[src/design/ddrm_pkg.sv]
// shared constants, types and codes of the descriptor ring manager
package ddrm_pkg;

  localparam int RING_DEPTH = 64;
  localparam int CHUNK_LOG2 = 16;
  localparam int RING_AW    = $clog2(RING_DEPTH);
  localparam int IDX_W      = 6;
  localparam int ADDR_W     = 40;
  localparam int LEN_W      = 32;
  localparam int ID_W       = 32;
  localparam int NEED_W     = LEN_W + 1 - CHUNK_LOG2;

  typedef enum logic [2:0] {
    KIND_DESC     = 3'd0,
    KIND_COMP     = 3'd1,
    KIND_SIZE_ERR = 3'd2,
    KIND_NO_SPACE = 3'd3,
    KIND_IDLE     = 3'd4,
    KIND_OK       = 3'd5
  } kind_e;

  typedef struct packed {
    logic              op;
    logic [ADDR_W-1:0] src_addr;
    logic [ADDR_W-1:0] dst_addr;
    logic [LEN_W-1:0]  byte_count;
    logic [ID_W-1:0]   req_id;
    logic [IDX_W-1:0]  hw_tail;
  } in_item_t;

  typedef struct packed {
    logic [2:0]        kind;
    logic [IDX_W-1:0]  entry_index;
    logic [ADDR_W-1:0] desc_src;
    logic [ADDR_W-1:0] desc_dst;
    logic [LEN_W-1:0]  desc_length;
    logic              first_of_request;
    logic              last_of_request;
    logic [ID_W-1:0]   done_id;
    logic [IDX_W-1:0]  new_head;
    logic              run_end;
  } out_item_t;

  typedef struct packed {
    logic  capture;
    logic  head_upd;
    logic  emit_desc;
    logic  emit_single;
    logic  walk_init;
    logic  rd_en;
    logic  walk_proc;
    logic  emit_final;
    kind_e kind;
  } ctrl_cmd_t;

  typedef struct packed {
    logic op;
    logic zero_bytes;
    logic too_big;
    logic no_space;
    logic polling_off;
    logic walk_empty;
    logic chunk_last;
    logic entry_last;
    logic walk_done;
    logic pend_valid;
    logic out_free;
  } dp_status_t;

endpackage

[src/design/ddrm_in_if.sv]
// request channel carrying submit and tail items
interface ddrm_in_if;
  logic                valid;
  logic                ready;
  ddrm_pkg::in_item_t  data;

  modport source (output valid, output data, input ready);
  modport sink   (input valid, input data, output ready);
endinterface

[src/design/ddrm_out_if.sv]
// result channel carrying descriptors, completions and status
interface ddrm_out_if;
  logic                valid;
  logic                ready;
  ddrm_pkg::out_item_t data;

  modport source (output valid, output data, input ready);
  modport sink   (input valid, input data, output ready);
endinterface

[src/design/dma_descriptor_ring_manager.sv]
// top level: config register, sequencer and datapath of the descriptor ring
// a request beat is taken only in idle, in the cycle after the previous item's last result
// submit: check, then per chunk one descriptor beat per cycle into the output register while free
// tail walk: a check, then a memory read and an update per walked entry, then the closing beat
// rejected, idle or polling-off items: a check, then one result beat; output stalls hold it
// reset: pointers to 0 or all ones, valid bits cleared at once, polling on, entry ids undefined
module dma_descriptor_ring_manager (
  input  logic        clk_i,
  input  logic        rst_ni,
  ddrm_in_if.sink     req_i,
  ddrm_out_if.source  res_o,
  input  logic        psel,
  input  logic        penable,
  input  logic        pwrite,
  input  logic [2:0]  paddr,
  input  logic [31:0] pwdata,
  output logic [31:0] prdata,
  output logic        pready
);

  localparam logic REG_POLLING_EN = 1'b0;

  logic                 polling_q;
  logic                 in_ready;
  ddrm_pkg::ctrl_cmd_t  cmd;
  ddrm_pkg::dp_status_t status;

  assign pready = 1'b1;
  assign prdata = (paddr[2] == REG_POLLING_EN) ? {31'b0, polling_q} : 32'b0;

  always_ff @(posedge clk_i or negedge rst_ni) begin
    if (!rst_ni) begin
      polling_q <= 1'b1;
    end else if (psel && penable && pwrite && (paddr[2] == REG_POLLING_EN)) begin
      polling_q <= pwdata[0];
    end
  end

  ddrm_ctrl u_ctrl (
    .clk_i      (clk_i),
    .rst_ni     (rst_ni),
    .in_valid_i (req_i.valid),
    .in_ready_o (in_ready),
    .status_i   (status),
    .cmd_o      (cmd)
  );

  ddrm_datapath u_dp (
    .clk_i        (clk_i),
    .rst_ni       (rst_ni),
    .cmd_i        (cmd),
    .status_o     (status),
    .polling_en_i (polling_q),
    .in_data_i    (req_i.data),
    .out_ready_i  (res_o.ready),
    .out_valid_o  (res_o.valid),
    .out_data_o   (res_o.data)
  );

  assign req_i.ready = in_ready;

  a_accept_blocks: assert property (@(posedge clk_i) disable iff (!rst_ni)
    (req_i.valid && req_i.ready) |=> !req_i.ready)
    else $error("request beat taken while previous item still at work");

  a_idle_no_pending: assert property (@(posedge clk_i) disable iff (!rst_ni)
    req_i.ready |-> !status.pend_valid)
    else $error("completion held back when sequencer is idle");

  a_emit_free: assert property (@(posedge clk_i) disable iff (!rst_ni)
    (cmd.emit_desc || cmd.emit_single || cmd.emit_final ||
     (cmd.walk_proc && status.entry_last && status.pend_valid)) |-> status.out_free)
    else $error("result written over an untaken beat");

endmodule

[src/design/ddrm_datapath.sv]
// ring pointers, entry memories, chunk splitter and result register
module ddrm_datapath (
  input  logic                  clk_i,
  input  logic                  rst_ni,
  input  ddrm_pkg::ctrl_cmd_t   cmd_i,
  output ddrm_pkg::dp_status_t  status_o,
  input  logic                  polling_en_i,
  input  ddrm_pkg::in_item_t    in_data_i,
  input  logic                  out_ready_i,
  output logic                  out_valid_o,
  output ddrm_pkg::out_item_t   out_data_o
);

  localparam int FL_VALID = 0;
  localparam int FL_FIRST = 1;
  localparam int FL_LAST  = 2;
  localparam int FL_DONE  = 3;
  localparam logic [ddrm_pkg::LEN_W-1:0] CHUNK_BYTES =
    ddrm_pkg::LEN_W'(1) << ddrm_pkg::CHUNK_LOG2;
  localparam logic [ddrm_pkg::RING_AW:0] DEPTH_W =
    (ddrm_pkg::RING_AW+1)'(ddrm_pkg::RING_DEPTH);

  logic                          op_q;
  logic [ddrm_pkg::ADDR_W-1:0]   src_q, dst_q;
  logic [ddrm_pkg::LEN_W-1:0]    rem_q;
  logic [ddrm_pkg::ID_W-1:0]     id_q;
  logic [ddrm_pkg::RING_AW-1:0]  tail_q;
  logic [ddrm_pkg::RING_AW-1:0]  head_q, wc_q, ldi_q, e_q;
  logic                          first_q;

  logic                          pend_vld_q;
  logic [ddrm_pkg::RING_AW-1:0]  pend_idx_q;
  logic [ddrm_pkg::ID_W-1:0]     pend_id_q;

  logic                          ent_vld_q [ddrm_pkg::RING_DEPTH];
  logic [3:0]                    flags_mem [ddrm_pkg::RING_DEPTH];
  logic [ddrm_pkg::ID_W-1:0]     ids_mem   [ddrm_pkg::RING_DEPTH];
  logic                          rd_vld_q;
  logic [3:0]                    rd_flags_q;
  logic [ddrm_pkg::ID_W-1:0]     rd_id_q;

  logic                          out_valid_q;
  ddrm_pkg::out_item_t           out_q;

  logic [ddrm_pkg::LEN_W:0]      round_up;
  logic [ddrm_pkg::NEED_W-1:0]   needed;
  logic [ddrm_pkg::RING_AW-1:0]  p_idx, wc_next;
  logic [ddrm_pkg::RING_AW:0]    free_space;
  logic [ddrm_pkg::LEN_W-1:0]    chunk_len;
  logic                          chunk_last, entry_last, out_free;

  logic                          mem_we, ids_we;
  logic [ddrm_pkg::RING_AW-1:0]  mem_waddr;
  logic [3:0]                    mem_wflags;

  logic                          emit;
  ddrm_pkg::out_item_t           res;

  assign round_up = {1'b0, rem_q} + (ddrm_pkg::LEN_W+1)'(CHUNK_BYTES - 1'b1);
  assign needed   = round_up[ddrm_pkg::LEN_W:ddrm_pkg::CHUNK_LOG2];
  assign p_idx    = ldi_q + 1'b1;
  assign wc_next  = wc_q + 1'b1;

  always_comb begin
    if (head_q > p_idx) begin
      free_space = DEPTH_W + {1'b0, p_idx} - {1'b0, head_q};
    end else if (p_idx > head_q) begin
      free_space = {1'b0, p_idx} - {1'b0, head_q};
    end else begin
      free_space = DEPTH_W - 1'b1;
    end
  end

  assign chunk_last = (rem_q <= CHUNK_BYTES);
  assign chunk_len  = chunk_last ? rem_q : CHUNK_BYTES;
  assign entry_last = rd_vld_q && rd_flags_q[FL_LAST];
  assign out_free   = !out_valid_q || out_ready_i;

  always_comb begin
    status_o             = '0;
    status_o.op          = op_q;
    status_o.zero_bytes  = (rem_q == '0);
    status_o.too_big     = (needed > ddrm_pkg::NEED_W'(ddrm_pkg::RING_DEPTH));
    status_o.no_space    = (needed >= ddrm_pkg::NEED_W'(free_space));
    status_o.polling_off = !polling_en_i;
    status_o.walk_empty  = (tail_q == p_idx);
    status_o.chunk_last  = chunk_last;
    status_o.entry_last  = entry_last;
    status_o.walk_done   = ((e_q + 1'b1) == tail_q);
    status_o.pend_valid  = pend_vld_q;
    status_o.out_free    = out_free;
  end

  // write port shared by descriptor writes and the done marking
  always_comb begin
    mem_we     = 1'b0;
    ids_we     = 1'b0;
    mem_waddr  = e_q;
    mem_wflags = '0;
    if (cmd_i.emit_desc) begin
      mem_we               = 1'b1;
      ids_we               = 1'b1;
      mem_waddr            = wc_next;
      mem_wflags[FL_VALID] = 1'b1;
      mem_wflags[FL_FIRST] = first_q;
      mem_wflags[FL_LAST]  = chunk_last;
    end else if (cmd_i.walk_proc) begin
      mem_we              = 1'b1;
      mem_wflags          = rd_vld_q ? rd_flags_q : 4'b0000;
      mem_wflags[FL_DONE] = 1'b1;
    end
  end

  always_ff @(posedge clk_i) begin
    if (mem_we) begin
      flags_mem[mem_waddr] <= mem_wflags;
    end
    if (ids_we) begin
      ids_mem[mem_waddr] <= id_q;
    end
    if (cmd_i.rd_en) begin
      rd_flags_q <= flags_mem[e_q];
      rd_id_q    <= ids_mem[e_q];
    end
  end

  always_comb begin
    emit         = 1'b0;
    res          = '0;
    res.new_head = ddrm_pkg::IDX_W'(head_q);
    if (cmd_i.emit_desc) begin
      emit                 = 1'b1;
      res.kind             = ddrm_pkg::KIND_DESC;
      res.entry_index      = ddrm_pkg::IDX_W'(wc_next);
      res.desc_src         = src_q;
      res.desc_dst         = dst_q;
      res.desc_length      = chunk_len;
      res.first_of_request = first_q;
      res.last_of_request  = chunk_last;
      res.done_id          = id_q;
      res.run_end          = chunk_last;
    end else if (cmd_i.emit_single) begin
      emit        = 1'b1;
      res.kind    = cmd_i.kind;
      res.run_end = 1'b1;
    end else if (cmd_i.walk_proc && entry_last && pend_vld_q) begin
      // a newer completion exists, so the held one is not the run's end
      emit            = 1'b1;
      res.kind        = ddrm_pkg::KIND_COMP;
      res.entry_index = ddrm_pkg::IDX_W'(pend_idx_q);
      res.done_id     = pend_id_q;
    end else if (cmd_i.emit_final) begin
      emit        = 1'b1;
      res.run_end = 1'b1;
      if (pend_vld_q) begin
        res.kind        = ddrm_pkg::KIND_COMP;
        res.entry_index = ddrm_pkg::IDX_W'(pend_idx_q);
        res.done_id     = pend_id_q;
      end else begin
        res.kind = ddrm_pkg::KIND_OK;
      end
    end
  end

  always_ff @(posedge clk_i) begin
    if (cmd_i.capture) begin
      op_q   <= in_data_i.op;
      src_q  <= in_data_i.src_addr;
      dst_q  <= in_data_i.dst_addr;
      rem_q  <= in_data_i.byte_count;
      id_q   <= in_data_i.req_id;
      tail_q <= in_data_i.hw_tail[ddrm_pkg::RING_AW-1:0];
    end else if (cmd_i.emit_desc) begin
      src_q <= src_q + ddrm_pkg::ADDR_W'(chunk_len);
      dst_q <= dst_q + ddrm_pkg::ADDR_W'(chunk_len);
      rem_q <= rem_q - chunk_len;
    end
    if (cmd_i.walk_proc && entry_last) begin
      pend_idx_q <= e_q;
      pend_id_q  <= rd_id_q;
    end
    if (emit) begin
      out_q <= res;
    end
  end

  always_ff @(posedge clk_i or negedge rst_ni) begin
    if (!rst_ni) begin
      head_q      <= '0;
      wc_q        <= '1;
      ldi_q       <= '1;
      e_q         <= '0;
      first_q     <= 1'b0;
      pend_vld_q  <= 1'b0;
      rd_vld_q    <= 1'b0;
      out_valid_q <= 1'b0;
      for (int i = 0; i < ddrm_pkg::RING_DEPTH; i++) begin
        ent_vld_q[i] <= 1'b0;
      end
    end else begin
      if (cmd_i.capture) begin
        first_q <= 1'b1;
      end
      if (cmd_i.head_upd) begin
        head_q <= head_q + needed[ddrm_pkg::RING_AW-1:0];
      end
      if (cmd_i.emit_desc) begin
        wc_q    <= wc_next;
        first_q <= 1'b0;
      end
      if (mem_we) begin
        ent_vld_q[mem_waddr] <= 1'b1;
      end
      if (cmd_i.walk_init) begin
        e_q <= p_idx;
      end
      if (cmd_i.rd_en) begin
        rd_vld_q <= ent_vld_q[e_q];
      end
      if (cmd_i.walk_proc) begin
        ldi_q <= e_q;
        e_q   <= e_q + 1'b1;
        if (entry_last) begin
          pend_vld_q <= 1'b1;
        end
      end
      if (cmd_i.emit_final) begin
        pend_vld_q <= 1'b0;
      end
      if (emit) begin
        out_valid_q <= 1'b1;
      end else if (out_ready_i) begin
        out_valid_q <= 1'b0;
      end
    end
  end

  assign out_valid_o = out_valid_q;
  assign out_data_o  = out_q;

endmodule

[src/design/ddrm_ctrl.sv]
// sequencer for submit splitting and tail walks
module ddrm_ctrl (
  input  logic                  clk_i,
  input  logic                  rst_ni,
  input  logic                  in_valid_i,
  output logic                  in_ready_o,
  input  ddrm_pkg::dp_status_t  status_i,
  output ddrm_pkg::ctrl_cmd_t   cmd_o
);

  typedef enum logic [2:0] {
    S_IDLE,
    S_CHECK,
    S_EMIT,
    S_SINGLE,
    S_RD,
    S_PROC,
    S_FINAL
  } state_e;

  state_e          state_q, state_d;
  ddrm_pkg::kind_e kind_q, kind_d;

  assign in_ready_o = (state_q == S_IDLE);

  always_comb begin
    state_d    = state_q;
    kind_d     = kind_q;
    cmd_o      = '0;
    cmd_o.kind = kind_q;
    unique case (state_q)
      S_IDLE: begin
        if (in_valid_i) begin
          cmd_o.capture = 1'b1;
          state_d       = S_CHECK;
        end
      end
      S_CHECK: begin
        if (status_i.op) begin
          if (status_i.polling_off) begin
            kind_d  = ddrm_pkg::KIND_OK;
            state_d = S_SINGLE;
          end else if (status_i.walk_empty) begin
            kind_d  = ddrm_pkg::KIND_IDLE;
            state_d = S_SINGLE;
          end else begin
            cmd_o.walk_init = 1'b1;
            state_d         = S_RD;
          end
        end else begin
          if (status_i.zero_bytes || status_i.too_big) begin
            kind_d  = ddrm_pkg::KIND_SIZE_ERR;
            state_d = S_SINGLE;
          end else if (status_i.no_space) begin
            kind_d  = ddrm_pkg::KIND_NO_SPACE;
            state_d = S_SINGLE;
          end else begin
            cmd_o.head_upd = 1'b1;
            state_d        = S_EMIT;
          end
        end
      end
      S_EMIT: begin
        if (status_i.out_free) begin
          cmd_o.emit_desc = 1'b1;
          if (status_i.chunk_last) begin
            state_d = S_IDLE;
          end
        end
      end
      S_SINGLE: begin
        if (status_i.out_free) begin
          cmd_o.emit_single = 1'b1;
          state_d           = S_IDLE;
        end
      end
      S_RD: begin
        cmd_o.rd_en = 1'b1;
        state_d     = S_PROC;
      end
      S_PROC: begin
        // a held completion has to leave before a new one replaces it
        if (!(status_i.entry_last && status_i.pend_valid) || status_i.out_free) begin
          cmd_o.walk_proc = 1'b1;
          state_d         = status_i.walk_done ? S_FINAL : S_RD;
        end
      end
      S_FINAL: begin
        if (status_i.out_free) begin
          cmd_o.emit_final = 1'b1;
          state_d          = S_IDLE;
        end
      end
      default: begin
        state_d = S_IDLE;
      end
    endcase
  end

  always_ff @(posedge clk_i or negedge rst_ni) begin
    if (!rst_ni) begin
      state_q <= S_IDLE;
      kind_q  <= ddrm_pkg::KIND_OK;
    end else begin
      state_q <= state_d;
      kind_q  <= kind_d;
    end
  end

endmodule
[src/flat_wrapper.sv]
// flat-port wrapper written by rule: the top's interface ports become plain ports
module dma_descriptor_ring_manager_flat 
  (clk_i, rst_ni, psel, penable, pwrite, paddr, pwdata, prdata, pready, req_i_valid, req_i_data, req_i_ready, res_o_valid, res_o_data, res_o_ready);
  ddrm_in_if req_i_i ();
  ddrm_out_if res_o_i ();
  input  logic clk_i;
  input  logic rst_ni;
  input  logic psel;
  input  logic penable;
  input  logic pwrite;
  input  logic [2:0] paddr;
  input  logic [31:0] pwdata;
  output logic [31:0] prdata;
  output logic pready;
  input wire logic [$bits(req_i_i.valid)-1:0] req_i_valid;
  input wire logic [$bits(req_i_i.data)-1:0] req_i_data;
  output wire logic [$bits(req_i_i.ready)-1:0] req_i_ready;
  output wire logic [$bits(res_o_i.valid)-1:0] res_o_valid;
  output wire logic [$bits(res_o_i.data)-1:0] res_o_data;
  input wire logic [$bits(res_o_i.ready)-1:0] res_o_ready;
  assign req_i_i.valid = req_i_valid;
  assign req_i_i.data = req_i_data;
  assign req_i_ready = req_i_i.ready;
  assign res_o_valid = res_o_i.valid;
  assign res_o_data = res_o_i.data;
  assign res_o_i.ready = res_o_ready;
  dma_descriptor_ring_manager u_core (.clk_i(clk_i), .rst_ni(rst_ni), .req_i(req_i_i), .res_o(res_o_i), .psel(psel), .penable(penable), .pwrite(pwrite), .paddr(paddr), .pwdata(pwdata), .prdata(prdata), .pready(pready));
endmodule
[config.mk]
export PLATFORM = sky130hd
export DESIGN_NAME = dma_descriptor_ring_manager_flat
export DESIGN_NICKNAME = d
export VERILOG_FILES = /design/src/design/ddrm_pkg.sv /design/src/design/ddrm_in_if.sv /design/src/design/ddrm_out_if.sv /design/src/design/dma_descriptor_ring_manager.sv /design/src/design/ddrm_datapath.sv /design/src/design/ddrm_ctrl.sv /design/src/flat_wrapper.sv
export SDC_FILE = /design/constraint.sdc
export NUM_CORES = 2
export LEC_CHECK = 0
export BUFFER_PORTS_ARGS = -buffer_cell sky130_fd_sc_hd__buf_2
export CELL_PAD_IN_SITES_DETAIL_PLACEMENT = 0
export CELL_PAD_IN_SITES_GLOBAL_PLACEMENT = 1
export CORE_MARGIN = 5
export CORE_UTILIZATION = 54
export DETAILED_ROUTE_END_ITERATION = 12
export GPL_TIMING_DRIVEN = 0
export HOLD_SLACK_MARGIN = 0.06
export PLACE_DENSITY_LB_ADDON = 0.1
export RECOVER_POWER = 25
export SLEW_MARGIN = 40
export SYNTH_ARGS = -nofsm -noshare
export SYNTH_HDL_FRONTEND = slang
export SYNTH_SLANG_ARGS = --single-unit
[constraint.sdc]
create_clock -name clk_i -period 6.5 [get_ports clk_i]
set_input_delay 0.325 -clock clk_i [delete_from_list [all_inputs] [get_ports clk_i]]
set_output_delay 0.325 -clock clk_i [all_outputs]
set_load 0.03 [all_outputs]
==> results.py <==
metrics = {
    "global_routing": {
        "grt-ovfl-total": 0,
        "grt_max_degree": 81,
        "antenna_found_initial": 11,
        "grt_usage_pct": 29.8,
        "first_global_vias": 56600,
        "grt_pass1_wl_um": 424000,
    },
    "placement": {
        "post-place-ws_ps": -137,
        "hpwl_um": 215000,
        "dpl-instance-area_um2": 115000,
        "port_buffers": 324,
        "placedCellCount": 8380,
        "globalplace.congestion": 0.895,
    },
    "run_status": {
        "outcome": "complete, but fails checks",
        "violations": "max-capacitance violations, max-slew violations",
    },
    "route": {
        "drtIter0Drc": 7261,
        "wire_per_inst_um": 33.3,
        "first_pass_iters": 6,
        "vias_per_cell": 6.26,
        "drc": 0,
        "vias": 56500,
        "drtAntennaViolNets": 0,
        "finalWirelength_um": 301000,
    },
    "final_layout": {
        "drive_gt1_share_pct": 30.4,
        "fillCellCount": 13000,
        "layout_common_cells": "2496 x edfxtp_1, 714 x mux4_2, 376 x buf_2",
        "nets": 6586,
        "synthToLayoutAreaGrowth_pct": 19.6,
        "design_area_um2": 125000,
        "fin_util_pct": 64.8,
        "final_common_cell": "edfxtp_1",
        "layout.cells.non_filler": 9021,
    },
    "worst_setup_path": {
        "cp_data_required_time_ps": 7110,
        "r2r_slack_ps": 410,
        "cp-end-kind": "flip-flop",
        "timing.rr.start": "u_core.u_dp.rem_q[17]",
        "cp-start-kind": "flip-flop",
        "cp_max_fo": 10,
        "critical_path_class": "flip-flop to flip-flop",
        "cp-startpoint": "u_core.u_dp.rem_q[17]",
        "cp.arrival_ps": 6700,
    },
    "timing": {
        "finalHoldViolCount": 0,
        "tightestPinTransition_ps": 3130,
        "drv_slew": 87,
        "fmax_mhz": 164,
        "rsz0062_at_grt": "false",
        "finClkSkew_ps": 62.7,
        "min_period_ps": 6090,
        "setup_viol": 0,
        "layout_setup_ws_ps": 409,
        "slew_headroom_pct": -109,
        "fin_crit_sh_pct": 93.7,
    },
    "flow_run": {
        "maxCapViolations": 2,
    },
    "die": {
        "fp.coreArea_um2": 192000,
        "dieArea_um2": 202000,
        "initial_core_util_pct": 54.2,
        "io_pins": 390,
        "num_rows": 161,
        "chipHeight_um": 449,
        "die_w_um": 449,
    },
    "cts": {
        "clock_path_buffers": 4,
        "cts_tree": "yes",
        "clkLatencyLatePin_ps": 940,
        "clkTransAtPathRegs_ps": 60,
        "cts_made_buffers": 283,
        "htree_levels": 5,
        "cts_sinks": 2595,
        "cts_root_buf": "clkbuf_16",
    },
    "yosys": {
        "synth_edf_count": 2496,
        "ys_seq_elements": 2595,
        "syn_avg_cell_area_um2": 20.2,
        "syn-instance-count": 5160,
        "synth_cell_types": 80,
        "netlist.area_leader.share_pct": 71.9,
        "synthFlopType": "edfxtp_1",
        "seq_area_frac_synth_pct": 74.3,
        "synth_top_area_cell": "edfxtp_1",
        "async_flop_share_pct": 3.82,
        "yosys_warnings": 0,
        "netlist_area_um2": 104000,
        "yosys-top-cells-area": "edfxtp_1 72%, mux4_2 15%, dfrtp_1 2.0%, ha_1 1.1%, nor2_1 0.94%",
    },
    "power": {
        "power_density_nw_per_um2": 440,
        "report.power.total_w": 0.0549,
        "p_leak_nw": 41.9,
        "ir_drop_uv": 283,
    },
    "worst_hold_path": {
        "hp-start": "req_i_data[35]",
        "hold_class": "input pin to flip-flop",
    },
}
## layer usage
layer  GRT usage, %  vias to the layer above  routed length (um)
met5              0                        -                  11
met4           12.7                        2               15400
met3           7.11                      511               28900
met2           47.2                     2944              144000
met1           40.1                    29700              113000
li1               -                    23400                   -
## sequential cells by signal, summed over array words and instances (netlist names), 3 cells and up
signal                  count
u_core.u_dp.ids_mem      2048
u_core.u_dp.out_data_o    162
u_core.u_dp.ent_vld_q      64
u_core.u_dp.flags_mem      64
u_core.u_dp.dst_q          40
u_core.u_dp.src_q          40
u_core.u_dp.id_q           32
u_core.u_dp.pend_id_q      32
u_core.u_dp.rd_id_q        32
u_core.u_dp.rem_q          32
u_core.u_dp.e_q             6
u_core.u_dp.head_q          6
u_core.u_dp.ldi_q           6
u_core.u_dp.pend_idx_q      6
u_core.u_dp.tail_q          6
u_core.u_dp.wc_q            6
u_core.u_ctrl.kind_q        3
u_core.u_ctrl.state_q       3
## metrics by stage
step | hold WS, ps | TNS [ps]
6_report | 134 | 0
3_5_place_dp | 250 | -246
3_3_place_gp | 403 | -2344340
4_1_cts | 69.6 | 0
2_1_floorplan | 29.4 | 0
5_1_grt | 102 | 0
## power by group
part / internal, W / switching [W] / total [W]
sequential: 0.0208 / 0.000781 / 0.0215
combinational: 0.00706 / 0.0111 / 0.0181
clock: 0.00898 / 0.00628 / 0.0153
total: 0.0368 / 0.0181 / 0.0549
## layout make-up
type                       count  area, um2  share of cell area (%)
buffer                       285       1380                    1.10
antenna                        9       22.5                  0.0181
timing repair buffer         779       7620                    6.11
multi-input combinational   2309      26300                    21.1
clock buffer                 346       7550                    6.05
inverter                      47        186                   0.149
clock inverter               125       1070                   0.857
tap                         2526       3160                    2.53
sequential                  2595      77400                    62.1
## worst max-delay path: stages (launching register included)
cell and delay, ps:
edfxtp_1 360, clkbuf_1 240, or4_1 700, nor3_2 350, nand3_1 190, a21oi_2 290
clkbuf_2 300, clkbuf_1 360, and2_1 270, ha_1 310, a21o_1 190, a2111oi_1 660
o31ai_2 110, buf_4 180, o21ai_0 410, o2111ai_1 310, mux2i_1 310, xor2_1 170
a21oi_1 80
## cell families (layout without fill, tap and decap cells)
kind of cell / count (synthesis) / after routing / share of synthesized area, %
buffers and inverters: 332 / 1582 / 1.31
adder cells (fa/ha/maj): 93 / 93 / 1.15
AND/OR/NAND/NOR: 808 / 808 / 3.73
other: 2 / 87 / 0.00720
flip-flops: 2595 / 2595 / 74.3
XOR/XNOR: 113 / 113 / 0.991
AO/OA/AOI/OAI: 487 / 487 / 2.95
multiplexers: 730 / 730 / 15.6
## cell usage after synthesis (all sizes together) (19+ instances only)
library cell  count
a211oi           19
a21o             52
a21oi           147
a22o             35
and2            106
and3             33
buf             110
clkbuf          175
dfrtp            84
edfxtp         2496
ha               88
inv              47
mux4            714
nand2           195
nand3            46
nor2            262
nor3             31
o21ai           127
or2              68
xnor2            59
xor2             51
## final timing paths
| check | endpoint | cells after the start |
|---|---|---|
| max | u_core.u_dp.dst_q[36] | 18 |
| min | u_core.u_dp.id_q[29] | 2 |
| max reg2reg | u_core.u_dp.dst_q[36] | 18 |
| min reg2reg | u_core.u_dp.pend_id_q[28] | 0 |
| max in group asynchronous | u_core.u_dp.ent_vld_q[2] | 4 |
| min in group asynchronous | u_core.polling_q | 3 |
## timing repair
| action | 4_1_cts | 5_1_grt |
|---|---|---|
| buffers inserted | 0 | 2 |
| endpoints found under the hold margin | 254 | 0 |
| setup endpoints to repair | 9 | 16 |
| resized for setup | 2 | 2 |
| hold buffers | 158 | 0 |
| pin swaps | 0 | 1 |
No activity file was read; power rests on OpenSTA's default activity.
